`config.mk`:
```
export PLATFORM = sky130hd
export DESIGN_NAME = ids_back
export DESIGN_NICKNAME = d
export VERILOG_FILES = /design/src/isotropic_diffusion_stencil_core_assert.svh /design/src/ids_pkg.sv /design/src/ids_back.sv
export SDC_FILE = /design/constraint.sdc
export NUM_CORES = 1
export LEC_CHECK = 0
export BUFFER_PORTS_ARGS = -buffer_cell sky130_fd_sc_hd__buf_2
export CORE_MARGIN = 2
export CORE_UTILIZATION = 36
export CTS_BUF_LIST = sky130_fd_sc_hd__clkbuf_16
export DETAILED_ROUTE_END_ITERATION = 6
export GPL_TIMING_DRIVEN = 0
export MAX_ROUTING_LAYER = met4
export SETUP_SLACK_MARGIN = 0.3
export SLEW_MARGIN = 15
export SYNTH_ARGS = -nofsm -noshare
export SYNTH_HDL_FRONTEND = slang
export SYNTH_SLANG_ARGS = --single-unit
```
`constraint.sdc`:
```
create_clock -name clk -period 13.4 [get_ports clk]
set_input_delay 0.67 -clock clk [delete_from_list [all_inputs] [get_ports clk]]
set_output_delay 0.67 -clock clk [all_outputs]
set_load 0.05 [all_outputs]
```
`src/isotropic_diffusion_stencil_core_assert.svh`:
```
// Assertion macros shared by the diffusion stencil RTL.
// Depends on a clock named clk and an active-low reset named rst_n in scope.
`ifndef ISOTROPIC_DIFFUSION_STENCIL_CORE_ASSERT_SVH
`define ISOTROPIC_DIFFUSION_STENCIL_CORE_ASSERT_SVH

// The condition must never hold outside reset.
`define IDS_ASSERT_NEVER(label, cond) \
    label: assert property (@(posedge clk) disable iff (!rst_n) !(cond)) \
        else $error("%m: forbidden condition seen");

// Whenever the antecedent holds, the consequent holds in the same cycle.
`define IDS_ASSERT_IMPLY(label, ante, cons) \
    label: assert property (@(posedge clk) disable iff (!rst_n) (ante) |-> (cons)) \
        else $error("%m: implication violated");

// Whenever the antecedent holds, the consequent holds in the next cycle.
`define IDS_ASSERT_NEXT(label, ante, cons) \
    label: assert property (@(posedge clk) disable iff (!rst_n) (ante) |=> (cons)) \
        else $error("%m: next-cycle implication violated");

`endif

```
`src/ids_pkg.sv`:
```
// Shared types and constants for the isotropic diffusion stencil core.
// No dependencies; every RTL module imports this package.
package ids_pkg;

    localparam int PIX_W      = 16;
    localparam int GAIN_W     = 16;
    localparam int FW_W       = 11;
    localparam int FH_W       = 13;
    localparam int ROW_W      = 13;
    localparam int CFG_W      = 16;
    localparam int IDX_W      = 2;
    localparam int LAP_W      = 19;
    localparam int PROD_W     = 36;
    localparam int GAIN_SHIFT = 16;
    localparam int MIN_DIM    = 3;
    localparam int MAX_HEIGHT = 4096;
    localparam int RESET_GAIN = 13107;
    localparam int RESET_DIM  = 1024;

    localparam int QUEUE_DEPTH = 4;
    localparam int QPTR_W      = $clog2(QUEUE_DEPTH);
    localparam int QCNT_W      = $clog2(QUEUE_DEPTH + 1);

    localparam logic [IDX_W-1:0] REG_GAIN   = 2'd0;
    localparam logic [IDX_W-1:0] REG_WIDTH  = 2'd1;
    localparam logic [IDX_W-1:0] REG_HEIGHT = 2'd2;

    typedef logic [PIX_W-1:0] pixel_t;

    typedef struct packed {
        pixel_t up;
        pixel_t down;
        pixel_t left;
        pixel_t center;
        pixel_t right;
        logic   border;
        logic   last;
    } job_t;

    typedef struct packed {
        pixel_t pixel;
        logic   last;
        logic   clipped;
    } result_t;

    typedef struct packed {
        logic              empty;
        logic              full;
        logic [QCNT_W-1:0] count;
    } queue_status_t;

endpackage

```
`src/ids_back.sv`:
```
// Back end: saturating diffusion update per interior job; border jobs pass the center.
// Depends on ids_pkg; pops the job queue and pushes the result queue.
module ids_back (
    input  logic                       clk,
    input  logic                       rst_n,
    input  ids_pkg::queue_status_t     job_status,
    input  ids_pkg::job_t              job,
    output logic                       job_pop,
    input  logic [ids_pkg::GAIN_W-1:0] gain,
    input  ids_pkg::queue_status_t     res_status,
    output logic                       res_push,
    output ids_pkg::result_t           result
);
    import ids_pkg::*;

    localparam int SUM_W = PIX_W + 2;
    localparam int SHF_W = PROD_W - GAIN_SHIFT;
    localparam int F_W   = SHF_W + 1;

    logic                     v1_reg;
    logic                     v2_reg;
    logic signed [LAP_W-1:0]  lap_reg;
    pixel_t                   c1_center_reg;
    logic                     c1_border_reg;
    logic                     c1_last_reg;
    logic [GAIN_W-1:0]        c1_gain_reg;
    logic signed [PROD_W-1:0] prod_reg;
    pixel_t                   c2_center_reg;
    logic                     c2_border_reg;
    logic                     c2_last_reg;

    logic [SUM_W-1:0]         sum4;
    logic signed [LAP_W-1:0]  lap;
    logic signed [PROD_W-1:0] prod;
    logic signed [F_W-1:0]    f;

    assign job_pop = !job_status.empty
                     && ((res_status.count + QCNT_W'(v1_reg) + QCNT_W'(v2_reg))
                         < QCNT_W'(QUEUE_DEPTH));

    always_comb
    begin
        sum4 = SUM_W'(job.up) + SUM_W'(job.down) + SUM_W'(job.left) + SUM_W'(job.right);
        lap  = $signed({1'b0, sum4}) - $signed({1'b0, job.center, 2'b00});
        prod = PROD_W'($signed({1'b0, c1_gain_reg})) * PROD_W'(lap_reg);
        f    = $signed(F_W'({1'b0, c2_center_reg}))
               + $signed({prod_reg[PROD_W-1], prod_reg[PROD_W-1:GAIN_SHIFT]});
    end

    always_ff @(posedge clk or negedge rst_n)
    begin
        if (!rst_n)
        begin
            v1_reg <= 1'b0;
            v2_reg <= 1'b0;
        end
        else
        begin
            v1_reg <= job_pop;
            v2_reg <= v1_reg;
        end
    end

    always_ff @(posedge clk)
    begin
        if (job_pop)
        begin
            lap_reg       <= lap;
            c1_center_reg <= job.center;
            c1_border_reg <= job.border;
            c1_last_reg   <= job.last;
            c1_gain_reg   <= gain;
        end
        if (v1_reg)
        begin
            prod_reg      <= prod;
            c2_center_reg <= c1_center_reg;
            c2_border_reg <= c1_border_reg;
            c2_last_reg   <= c1_last_reg;
        end
    end

    always_comb
    begin
        res_push     = v2_reg;
        result.last  = c2_last_reg;
        if (c2_border_reg)
        begin
            result.pixel   = c2_center_reg;
            result.clipped = 1'b0;
        end
        else if (f < 0)
        begin
            result.pixel   = '0;
            result.clipped = 1'b1;
        end
        else if (f > $signed(F_W'({1'b0, {PIX_W{1'b1}}})))
        begin
            result.pixel   = '1;
            result.clipped = 1'b1;
        end
        else
        begin
            result.pixel   = f[PIX_W-1:0];
            result.clipped = 1'b0;
        end
    end

endmodule

```
==> impl_results.md <==
- Clock insertion delay at the later pin of the skew report: 400 ps
- Pre-CTS setup slack: 5800 ps
- End of the worst register-to-register path: prod_reg[29]
- CP max stage cell: sky130_fd_sc_hd__clkbuf_1
- Full die area: 48500 um2
- DRC violations left: 0
- Clock root buffer master: sky130_fd_sc_hd__clkbuf_16
- Unrepaired setup endpoints after global routing: no
- Number of CTS-inserted buffers: 9
- Start of the worst register-to-register path: c1_gain_reg[4]
- Sequential Area: 2780 um2
- Hold/Removal Path Class: in2async
- Combined global-route utilization of all metal layers: 0.189
- Clk_skew: 23.6 ps
- DPL Wire Length: 35200 um
- Worst max-slew margin expressed relative to the limit: 0.230
- X dimension of the die: 220 um
- Number of flip-flops in the largest register: 20
- Wirelength, routed: 41500 um
- Final setup fails: 0
- Setup slack of the worst register-to-register path: 5860 ps
- Data arrival, critical path: 7710 ps
- CP Capture Type: flip-flop
- Max Slew Vio Count: 0
- Initial drt markers: 657
- Outcome: complete, no violations
- Synth Warn #: 0
- Core box area: 46400 um2
- Fraction of registers with async set/reset: 0.0215
- Number of standard-cell rows in the floorplan: 79
- # port buffers: 123
- Number of antenna violations at the first check in global routing: 0
- Number of buffers added to fix hold violations after cts: 0
- Routability Congestion: 0.913
- NumNets Final: 2431
- Post CTS Setup Buffer Count: 0
- Vertical die dimension: 220 um
- Most common cell type on the critical path: sky130_fd_sc_hd__fa_1
- Worst-path cell chain: clkbuf_1, clkbuf_1, nand2_1, fa_1, fa_1, fa_1, inv_1, fa_1, fa_1, inv_1, fa_1, inv_1, ha_1, o21a_1, o21ai_0, nand2b_1, a21oi_1, o311a_1, o211ai_1, a31oi_1, o41ai_2, o21ba_1, xnor2_1
- Depth of the critical timing path with buffers and inverters included: 23
- Number of routed nets with antenna violations: 0
- Number of unique standard cell types used by synthesis: 60
- Number of vias after detailed routing: 11666
- Data required time of the worst path: 13560 ps
- Category of cells accounting for the largest share of critical-path delay: adder cells
- Post_cts resized: 0
- Worst path bufs/invs: 5
- Kind of start point of the critical path: flip-flop
- Clk sinks: 93
- Dominant register cell in the synthesized netlist: sky130_fd_sc_hd__edfxtp_1
- Routed via count divided by cell count: 4.76
- Worst slew pin tran: 1150 ps
- Max-capacitance violation count: 0
- Crit Path Max Fanout: 10
- Ranking of synthesized cells by instance count: 463 x sky130_fd_sc_hd__inv_1, 351 x sky130_fd_sc_hd__fa_1, 198 x sky130_fd_sc_hd__nand2_1
- Pin count of the biggest net entering global routing: 23
- Area contributors post-synth: sky130_fd_sc_hd__fa_1 42%, sky130_fd_sc_hd__edfxtp_1 16%, sky130_fd_sc_hd__inv_1 10%
- Post-synthesis to final-layout area growth: 10.4%
- EDFF count, synth: 91
- Most frequent cell after synthesis: sky130_fd_sc_hd__inv_1
- Clk pin slew, worst setup/hold paths: 90 ps
- Via count of the first global-routing pass: 12728
- Ratio of cells with drive above 1 in the final layout: 0.0878
- Total of fill cells in the finished design: 4619
- Wire length per cell after detailed routing: 16.9 um
- Global route total overflow: 0
- Largest buffer count on any clock path: 2
- Final number of hold-violating endpoints: 0
- Count of TritonRoute iterations in the first routing pass: 5
- TritonCTS clock tree: yes
- First-pass GRT wire length: 67200 um
- Post-synth top area share: 0.418
- H-tree level count: 3
- Post-layout minimum cycle time: 7540 ps
- Total negative slack for setup checks: 0 ps
- Number of inserted diodes: 0
- Type of the setup path with the least slack: reg2reg
- Achievable Freq: 0.133 GHz
- Slack of the critical path: 5860 ps
- Max stage delay on crit path: 570 ps
- Final worst path period share: 0.563
- Number of placed I/O pins: 130
- Number of cells on the worst reg-to-reg path: 23
- Flip-flop and latch count after synthesis: 93
- Nets in the synthesized netlist: 2294
- Combined area of the multi-input logic cells: 12100 um2
- Effective utilization at floorplan: 0.363
- Synthesized netlist cell count: 1704
- Post-Synthesis Mean Instance Area: 9.87 um2
- Mapped cell area: 16800 um2
- Sequential fraction of the synthesis area: 0.165
- Top cell type by total area after synthesis: sky130_fd_sc_hd__fa_1
[per-stage QoR]
step	hold WS (ps)	utilization	instance area (um2)	std cells
2_1_floorplan	374	-	16800	1704
3_3_place_gp	405	0.393	18200	2434
3_5_place_dp	405	0.394	18300	2437
4_1_cts	28.5	0.401	18600	2453
5_1_grt	33.4	0.401	18600	2453
6_report	52.9	0.401	18600	2453
[how the worst max path moves through the flow]
stage	startpoint	end	slack, ps
after global routing	c1_gain_reg[4]	prod_reg[29]	5550
after global placement	c1_gain_reg[3]	prod_reg[34]	5910
after floorplan	c1_gain_reg[2]	prod_reg[34]	7120
after CTS	c1_gain_reg[2]	prod_reg[29]	5790
after detailed placement	c1_gain_reg[2]	prod_reg[29]	5800
final	c1_gain_reg[4]	prod_reg[29]	5860
[layout make-up]
type | count | area share
timing repair buffer | 126 | 0.0368
multi-input combinational | 1095 | 0.651
tap | 607 | 0.0409
inverter | 463 | 0.0935
clock buffer | 9 | 0.0121
clock inverter | 7 | 0.00418
buffer | 53 | 0.0112
sequential | 93 | 0.150
[layer usage]
| layer | up-vias | share of wire | track usage |
|---|---|---|---|
| met1 | 5941 | 0.42 | 0.240 |
| met2 | 284 | 0.50 | 0.317 |
| met3 | 56 | 0.053 | 0.0318 |
| met4 | 0 | 0.020 | 0.0456 |
| li1 | 5385 | - | - |
| met5 | - | 0 | - |
[worst register-to-register path, delay by kind of cell (launching register included)]
family	cells	cell delay, ps
flops	1	320
compound gates	8	2150
xor+xnor	1	60
buf+inv	5	1190
fa+ha+maj	7	3280
simple gates	2	340
[cell families after synthesis]
logic type / count (synthesis) / synth area share
multiplexers: 1 / 0.000595
adder cells (fa/ha/maj): 480 / 0.514
AND/OR/NAND/NOR: 421 / 0.120
flip-flops: 93 / 0.165
buffers and inverters: 516 / 0.116
AO/OA/AOI/OAI: 147 / 0.0603
XOR/XNOR: 46 / 0.0239
[placed cells by master (no fill, tap or decap), drive strengths merged, types with 3 or more instances in the layout]
master   instances
a22o             3
o2111ai          3
buf            133
o21ai           25
inv            467
and4             3
or2              3
a21o            17
fa             351
nand2          198
a221oi           5
ha             129
nand3            8
edfxtp          91
a211oi           8
a31oi            5
o21a             6
or3              3
xor2            10
nor2            45
xnor2           36
and3             6
o211ai           4
clkbuf          55
a21oi           45
nand2b           6
o21bai           7
nor2b           10
and2           120
nor3            11
Power is not shown: default switching activity piles up to over one toggle a cycle in this logic, so the estimate is an artifact.
