===== src/isotropic_diffusion_stencil_core_assert.svh =====
// Assertion macros shared by the diffusion stencil RTL.
// Depends on a clock named clk and an active-low reset named rst_n in scope.
`ifndef ISOTROPIC_DIFFUSION_STENCIL_CORE_ASSERT_SVH
`define ISOTROPIC_DIFFUSION_STENCIL_CORE_ASSERT_SVH

// The condition must never hold outside reset.
`define IDS_ASSERT_NEVER(label, cond) \
    label: assert property (@(posedge clk) disable iff (!rst_n) !(cond)) \
        else $error("%m: forbidden condition seen");

// Whenever the antecedent holds, the consequent holds in the same cycle.
`define IDS_ASSERT_IMPLY(label, ante, cons) \
    label: assert property (@(posedge clk) disable iff (!rst_n) (ante) |-> (cons)) \
        else $error("%m: implication violated");

// Whenever the antecedent holds, the consequent holds in the next cycle.
`define IDS_ASSERT_NEXT(label, ante, cons) \
    label: assert property (@(posedge clk) disable iff (!rst_n) (ante) |=> (cons)) \
        else $error("%m: next-cycle implication violated");

`endif


===== src/ids_pkg.sv =====
// Shared types and constants for the isotropic diffusion stencil core.
// No dependencies; every RTL module imports this package.
package ids_pkg;

    localparam int PIX_W      = 16;
    localparam int GAIN_W     = 16;
    localparam int FW_W       = 11;
    localparam int FH_W       = 13;
    localparam int ROW_W      = 13;
    localparam int CFG_W      = 16;
    localparam int IDX_W      = 2;
    localparam int LAP_W      = 19;
    localparam int PROD_W     = 36;
    localparam int GAIN_SHIFT = 16;
    localparam int MIN_DIM    = 3;
    localparam int MAX_HEIGHT = 4096;
    localparam int RESET_GAIN = 13107;
    localparam int RESET_DIM  = 1024;

    localparam int QUEUE_DEPTH = 4;
    localparam int QPTR_W      = $clog2(QUEUE_DEPTH);
    localparam int QCNT_W      = $clog2(QUEUE_DEPTH + 1);

    localparam logic [IDX_W-1:0] REG_GAIN   = 2'd0;
    localparam logic [IDX_W-1:0] REG_WIDTH  = 2'd1;
    localparam logic [IDX_W-1:0] REG_HEIGHT = 2'd2;

    typedef logic [PIX_W-1:0] pixel_t;

    typedef struct packed {
        pixel_t up;
        pixel_t down;
        pixel_t left;
        pixel_t center;
        pixel_t right;
        logic   border;
        logic   last;
    } job_t;

    typedef struct packed {
        pixel_t pixel;
        logic   last;
        logic   clipped;
    } result_t;

    typedef struct packed {
        logic              empty;
        logic              full;
        logic [QCNT_W-1:0] count;
    } queue_status_t;

endpackage


===== src/ids_queue.sv =====
// Small register-based FIFO used between the front, the back and the result port.
// Depends on ids_pkg for the depth and the status struct.
module ids_queue #(
    parameter int WIDTH = 8
) (
    input  logic                   clk,
    input  logic                   rst_n,
    input  logic                   push,
    input  logic [WIDTH-1:0]       push_data,
    input  logic                   pop,
    output logic [WIDTH-1:0]       pop_data,
    output ids_pkg::queue_status_t status
);
    import ids_pkg::*;

    logic [WIDTH-1:0]  data_reg [QUEUE_DEPTH];
    logic [QPTR_W-1:0] wr_ptr_reg;
    logic [QPTR_W-1:0] wr_ptr_next;
    logic [QPTR_W-1:0] rd_ptr_reg;
    logic [QPTR_W-1:0] rd_ptr_next;
    logic [QCNT_W-1:0] count_reg;
    logic [QCNT_W-1:0] count_next;
    logic              do_push;
    logic              do_pop;

    assign status.empty = (count_reg == '0);
    assign status.full  = (count_reg == QCNT_W'(QUEUE_DEPTH));
    assign status.count = count_reg;
    assign do_push      = push && !status.full;
    assign do_pop       = pop && !status.empty;
    assign pop_data     = data_reg[rd_ptr_reg];

    always_comb
    begin
        wr_ptr_next = do_push ? wr_ptr_reg + 1'b1 : wr_ptr_reg;
        rd_ptr_next = do_pop ? rd_ptr_reg + 1'b1 : rd_ptr_reg;
        count_next  = count_reg;
        if (do_push && !do_pop)
        begin
            count_next = count_reg + 1'b1;
        end
        else if (do_pop && !do_push)
        begin
            count_next = count_reg - 1'b1;
        end
    end

    always_ff @(posedge clk or negedge rst_n)
    begin
        if (!rst_n)
        begin
            wr_ptr_reg <= '0;
            rd_ptr_reg <= '0;
            count_reg  <= '0;
        end
        else
        begin
            wr_ptr_reg <= wr_ptr_next;
            rd_ptr_reg <= rd_ptr_next;
            count_reg  <= count_next;
        end
    end

    always_ff @(posedge clk)
    begin
        if (do_push)
        begin
            data_reg[wr_ptr_reg] <= push_data;
        end
    end

endmodule


===== config.mk =====
export PLATFORM = sky130hd
export DESIGN_NAME = ids_queue
export DESIGN_NICKNAME = d
export VERILOG_FILES = /design/src/isotropic_diffusion_stencil_core_assert.svh /design/src/ids_pkg.sv /design/src/ids_queue.sv
export SDC_FILE = /design/constraint.sdc
export NUM_CORES = 1
export LEC_CHECK = 0
export BUFFER_PORTS_ARGS = -buffer_cell sky130_fd_sc_hd__buf_2
export CAP_MARGIN = 40
export CORE_ASPECT_RATIO = 1.25
export CORE_MARGIN = 3
export CORE_UTILIZATION = 49
export DETAILED_ROUTE_END_ITERATION = 8
export HOLD_SLACK_MARGIN = 0.05
export PLACE_DENSITY_LB_ADDON = 0.25
export SYNTH_ARGS = -nofsm -noshare
export SYNTH_HDL_FRONTEND = slang
export SYNTH_SLANG_ARGS = --single-unit

===== constraint.sdc =====
create_clock -name clk -period 1.9 [get_ports clk]
set_clock_uncertainty 0.15 [all_clocks]
set_input_delay 0.285 -clock clk [delete_from_list [all_inputs] [get_ports clk]]
set_output_delay 0.285 -clock clk [all_outputs]
set_load 0.01 [all_outputs]

==> impl_metrics.csv, run 1 <==
group,metric,value,unit
global_routing,grt_pass1_vias,906,
synth,synth_top_family_by_area,"multiplexers",
global_routing,grt_pass1_wl,4264,um
run_status,violations,"setup timing",
floorplan,start_util,52.48,%
global_routing,antenna_found_initial,0,
routing,drt_iter0_drc,13,
floorplan,row_count,22,
cells_and_area,layout-drive-gt1-share,52.76,%
cells_and_area,postLayoutCellArea,0.002053,sq mm
floorplan,dieArea,0.003967,sq mm
cells_and_area,antennaDiodeCount,0,
power,power.density,1503,mW/mm^2
place,pre_cts_ws,-0.09601,ns
cells_and_area,multi_input_area,455.4,sq um
floorplan,die_y,69.67,um
critical_path,worstPathRequired,1.46,ns
routing,wirelength,2597,um
cells_and_area,ff_latch_area,0.001140,sq mm
critical_path,end_kind,"primary output",
critical_path,r2r_cells,8,
clock_network,insertion_delay,0.34,ns
clock_network,h-tree-depth,2,
critical_path,worstPathMaxFanout,9,
floorplan,coreArea,0.003028,sq mm
global_routing,grt_remaining_overflow,0,
sta,slew-limit-headroom,71.66,%
routing,viasPerCell,5.043,
routing,drc_errors,0,
clock_network,clk_path_buf_depth,2,
run_status,status,"finished, violations left",
synth,muxShareOfSynthArea,12.99,%
floorplan,ioPinCount,25,
place,dpl_cell_area,0.001834,sq mm
sta,fmax,508.7,MHz
global_routing,grt_max_degree,13,
synth,synth_fa_ha_area_share,5.197,%
place,port_buffers,24,
worst_hold_path,hold_class,"primary input to flop",
critical_path,path_class,"flop to primary output",
job,maxCapViolations,0,
clock_network,clkSlewWorstSetupHoldPaths,0.10,ns
sta,period_minus_slack,1.966,ns
synth,syn_area_per_cell,20.64,sq um
sta,finalHoldViolations,0,
power,peakVddDrop,0.001153,V
global_routing,grtUsageTotal,15.24,%
synth,synth_compound_area_share,0,%
clock_network,cts_buffers,5,
sta,worstMarginPinSlew,0.4251,ns
synth,synth_area,0.001589,sq mm
sta,setup-violations-final,10,
worst_hold_path,hold_depth,3,
place,placed_cells,141,
critical_path,start_kind,"flop",
routing,wire_per_inst,15.93,um
sta,setup_ws,-0.06583,ns
synth,synth_seq_area_share,71.50,%
routing,ant_nets,0,
clock_network,cts.sinks,39,
clock_network,cts_tree,"yes",
synth,syn_inst,77,
synth,yosysWarnings,0,
cells_and_area,largest_reg_flops,32,
routing,first_pass_iters,4,
sta,period_share,103.5,%
synth,synth_cell_types,20,
cells_and_area,utilization,67.81,%
clock_network,clock_tree.root_cell,"clkbuf_4",
synth,synthSimpleGateAreaFrac,5.039,%
sta,rsz0062_at_grt,"true",
critical_path,arrival,1.53,ns
cells_and_area,fin_nets,144,
power,leakage,0.7939,nW
cells_and_area,fillCellCount,212,
sta,whs,0.1018,ns
synth,synth_xor_xnor_area_share,3.307,%
synth,synth_nets,95,
floorplan,die_width,56.94,um
synth,ys_seq_elements,39,
place,gp_congestion,0.6791,
routing,vias,822,
cells_and_area,areaGrowthSynthToFinish,29.21,%
cells_and_area,stdcell_count,163,
sta,slew_violations,0,
[layer usage]
| layer | part of all wire [%] | GRT usage [%] |
|---|---|---|
| met1 | 37 | 15.18 |
| met2 | 55 | 26.94 |
| met3 | 5.2 | 6.145 |
| met4 | 2.0 | 6.959 |
| met5 | 0 | 0 |
[where the power goes]
part / leakage [nW] / internal, W / switching [W]
combinational: 0.379 / 0.000714 / 0.000522
sequential: 0.372 / 0.00116 / 0.000159
clock: 0.0426 / 0.000271 / 0.000256
[path summary, 6_finish.rpt]
path	startpoint	slack [ns]	to
max in group asynchronous	rst_n	1.29	count_reg[1]
worst min-delay path	pop	0.10	rd_ptr_reg[1]
worst max register to register	count_reg[2]	-0.05	count_reg[2]
worst min register to register	wr_ptr_reg[1]	0.45	wr_ptr_reg[1]
min in group asynchronous	rst_n	0.14	count_reg[2]
worst max-delay path	rd_ptr_reg[0]	-0.07	pop_data[0]
[cell families (layout without fill, tap and decap cells)]
logic type                 after synthesis  count (layout)
adders and majority gates                6               6
and+or+nand+nor                         10              10
buffers and inverters                    6              56
DFF                                     39              39
xor gates and xnor gates                 6               6
muxes                                   10              10
[synth_stat cells]
library cell | count | area [sq um]
buf_2 | 1 | 5.000
fa_1 | 1 | 20.02
mux2_4 | 1 | 15.01
mux2_2 | 1 | 11.26
nor2b_2 | 1 | 8.760
buf_6 | 1 | 11.26
and2_2 | 4 | 30.03
edfxtp_1 | 32 | 960.9
nor3_1 | 1 | 5.000
mux4_2 | 8 | 180.2
ha_1 | 5 | 62.56
inv_1 | 3 | 11.26
nand2b_1 | 1 | 6.260
nand3b_1 | 1 | 7.510
nor3b_4 | 1 | 18.77
dfrtp_1 | 7 | 175.2
clkbuf_1 | 1 | 3.750
xor2_1 | 2 | 17.52
xnor2_1 | 4 | 35.03
nor2_1 | 1 | 3.750
[layout by cell type (no fill, tap or decap), drive strengths merged]
cell type	count
buf	36
dfrtp	7
edfxtp	32
nor2	1
mux4	8
bufinv	1
ha	5
nor2b	1
inv	3
clkinv	2
fa	1
and2	4
clkbuf	5
nand2b	1
mux2	2
nand3b	1
nor3b	1
xnor2	4
dlygate4sd3	9
xor2	2
nor3	1
[layout make-up]
type                       count  area share [%]
sequential                    39           55.51
timing repair buffer          45           15.84
clock inverter                 3           1.889
tap                           36           2.194
inverter                       3          0.5484
clock buffer                   5           1.828
multi-input combinational     32           22.18
[worst max-delay path, stage by stage, from the launching register on]
cell and delay (ns):
dfrtp_1 0.38, buf_12 0.15, mux4_2 0.52, buf_6 0.14
[per-stage QoR]
stage	TNS (ns)	total power (W)
global placement	-0.02465	0.002434
global route	-1.268	0.003295
CTS	-0.7736	0.003122
finish	-0.4850	0.003086
detailed placement	-0.1435	0.002483
floorplan	-0.2573	0.002046
[what timing repair did]
action / in CTS / in global routing
endpoints found under the hold margin: 39 / 0
buffers inserted: 5 / 0
endpoints found under the setup margin: 10 / 10
resized for setup: 2 / 1
hold buffers: 9 / 0
pin swaps: 4 / 4
(Power assumes the default switching activity.)
==> run 2, diff against run 1 <==
--- a/config.mk
+++ b/config.mk
@@ -5,12 +5,14 @@
 export SDC_FILE = /design/constraint.sdc
 export NUM_CORES = 1
 export LEC_CHECK = 0
+export ABC_AREA = 1
 export BUFFER_PORTS_ARGS = -buffer_cell sky130_fd_sc_hd__buf_2
 export CAP_MARGIN = 40
 export CORE_ASPECT_RATIO = 1.25
 export CORE_MARGIN = 3
-export CORE_UTILIZATION = 49
+export CORE_UTILIZATION = 50
 export DETAILED_ROUTE_END_ITERATION = 8
+export GPL_TIMING_DRIVEN = 0
 export HOLD_SLACK_MARGIN = 0.05
 export PLACE_DENSITY_LB_ADDON = 0.25
 export SYNTH_ARGS = -nofsm -noshare
==> run 2 against run 1 <==
Net effect: the run now ends clean; fmax increased by 7.9%; non-clock buffer count decreased by 5; clock power increased by 33%; sequential cell count unchanged; register-to-register slack improved by 0.13 ns; highest routed layer unchanged.
==> impl_metrics.csv, run 2 <==
group,metric,value,unit
synth,synth_nets,172,
clock_network,clkSlewWorstSetupHoldPaths,0.07,ns
clock_network,clock_tree.root_cell,"clkbuf_8",
job,maxCapViolations,0,
power,finalPower,0.003489,W
synth,synth_most_common_cell,"nand2_1",
synth,ys_dominant_reg_cell,"edfxtp_1",
run_status,status,"complete, no violations",
critical_path,path_class,"flop to flop",
sta,finalHoldViolations,0,
clock_network,clk_path_buf_depth,2,
synth,synth_edf_count,32,
synth,synthTopCellsByArea,"edfxtp_1 (55%), dfrtp_1 (10%), nand2_1 (8.9%), inv_1 (6.9%), o211ai_1 (6.9%)",
synth,synth_largest_area_cell,"edfxtp_1",
routing,viasPerCell,5.026,
clock_network,h-tree-depth,2,
critical_path,worstPathRequired,1.93,ns
global_routing,grtUsageTotal,16.66,%
synth,synth_area,0.001734,sq mm
clock_network,cts_tree,"yes",
critical_path,start_kind,"flop",
routing,ant_nets,0,
cells_and_area,largest_reg_flops,32,
critical_path,end_kind,"flop",
synth,yosysWarnings,0,
sta,worstMarginPinSlew,0.7662,ns
synth,synth_seq_area_share,65.51,%
power,power.density,1595,mW/mm^2
synth,synth_cell_types,16,
synth,yosys-top-cells-count,"nand2_1 (41), edfxtp_1 (32), inv_1 (32)",
sta,whs,0.06136,ns
cells_and_area,final_common_cell,"nand2_1",
place,hpwl,2157,um
global_routing,grt_remaining_overflow,0,
clock_network,cts.sinks,39,
routing,drc_errors,0,
sta,period_share,95.85,%
critical_path,critPathLaunch,"count_reg[1]",
global_routing,antenna_found_initial,0,
synth,yosys.area.top_type_share,55.41,%
clock_network,insertion_delay,0.29,ns
floorplan,ioPinCount,25,
cells_and_area,fillCellCount,261,
floorplan,dieArea,0.004216,sq mm
synth,syn_area_per_cell,11.26,sq um
floorplan,die_width,58.68,um
synth,ys_seq_elements,39,
routing,wirelength,3403,um
floorplan,coreArea,0.003281,sq mm
cells_and_area,fin_nets,215,
power,leakage,0.9962,nW
critical_path,arrival,1.85,ns
synth,syn_inst,154,
power,peakVddDrop,0.001095,V
routing,first_pass_iters,4,
worst_hold_path,min_from,"push_data[1]",
cells_and_area,areaGrowthSynthToFinish,26.19,%
cells_and_area,layout-drive-gt1-share,31.31,%
place,port_buffers,24,
sta,period_minus_slack,1.821,ns
sta,slew_violations,0,
critical_path,worstPathMaxFanout,4,
global_routing,grt_pass1_wl,4995,um
global_routing,grt_pass1_vias,1132,
sta,setup_tns,0,ns
floorplan,start_util,52.86,%
synth,async_flop_share,17.95,%
floorplan,row_count,23,
routing,vias,1181,
sta,setup-violations-final,0,
sta,fmax,549.1,MHz
place,gp_congestion,0.7751,
critical_path,timing.rr.start,"count_reg[1]",
sta,slew-limit-headroom,48.73,%
clock_network,cts_buffers,5,
routing,wire_per_inst,14.48,um
cells_and_area,antennaDiodeCount,0,
worst_hold_path,hold_class,"primary input to flop",
global_routing,grt_max_degree,13,
cells_and_area,most-common-layout-cells,"nand2_1 (38), edfxtp_1 (32), inv_1 (27), buf_2 (24), o211ai_1 (16)",
routing,drt_iter0_drc,23,
floorplan,die_y,71.85,um
==> run 2: where the power goes <==
| group | leakage (nW) | switching [W] | internal [W] |
|---|---|---|---|
| registers | 0.377 | 0.0000990 | 0.00115 |
| clock network | 0.0612 | 0.000274 | 0.000424 |
| logic | 0.558 | 0.000907 | 0.000631 |
| total | 0.996 | 0.00128 | 0.00221 |
==> run 2: cell families (layout without fill, tap and decap cells) <==
group	count (synthesis)	count (layout)	share of synthesized area [%]
adders and majority gates	6	6	4.762
AOI/OAI and AO/OA	17	17	7.215
DFF	39	39	65.51
and+or+nand+nor	53	53	12.12
buffers and inverters	38	82	9.885
xor gates and xnor gates	1	1	0.5051
==> run 2: final cells by class <==
| class | count | area (sq um) | area share (%) |
|---|---|---|---|
| flip-flops and latches | 39 | 1137 | 51.97 |
| multi-input cells | 77 | 491.7 | 22.47 |
| repair buffers | 36 | 220.2 | 10.06 |
| inverters | 34 | 130.1 | 5.946 |
| clock buffers | 6 | 82.58 | 3.774 |
| well taps | 37 | 46.29 | 2.115 |
| plain buffers | 4 | 45.04 | 2.058 |
| clock inverters | 2 | 35.03 | 1.601 |
==> run 2: what timing repair did <==
action	CTS	global route
resized for setup	8	13
endpoints found under the setup margin	10	16
endpoints found under the hold margin	15	4
pin swaps	0	5
setup buffers	3	5
hold buffers	3	1
==> run 2: path summary, 6_finish.rpt <==
check | endpoint | slack, ns | cells past startpoint
max | count_reg[1] | 0.08 | 9
min | data_reg[1][1] | 0.06 | 1
max reg2reg | count_reg[1] | 0.08 | 9
min reg2reg | wr_ptr_reg[1] | 0.38 | 2
max in group asynchronous | count_reg[0] | 1.22 | 2
min in group asynchronous | wr_ptr_reg[1] | 0.21 | 2
==> run 2: routing by layer <==
layer  up-vias  GRT usage, %  wire length, um
li1        593             -                -
met1       550         16.37             1285
met2        31         31.18             1883
met3         7         5.946              166
met4         0         6.045               68
met5         -             0                0
==> run 2: through the flow <==
| stage | worst slack [ns] | instance area [sq um] | util, % | std cells |
|---|---|---|---|---|
| floorplan | 0.02571 | 1743 | - | 154 |
| global placement | -0.03729 | 1909 | 58.20 | 215 |
| detailed placement | -0.09861 | 1909 | 58.20 | 215 |
| CTS | 0.0004277 | 2102 | 64.07 | 229 |
| global route | -0.009730 | 2188 | 66.70 | 235 |
| finish | 0.07876 | 2188 | 66.70 | 235 |
==> run 2: worst max-delay path, cell delays in order (launching register included) <==
cell and delay [ns]:
dfrtp_1 0.40, inv_2 0.12, nand3_4 0.11, nand2_4 0.10, inv_2 0.05, ha_4 0.16
inv_2 0.06, fa_2 0.44, nand2_1 0.06, o21ai_1 0.05
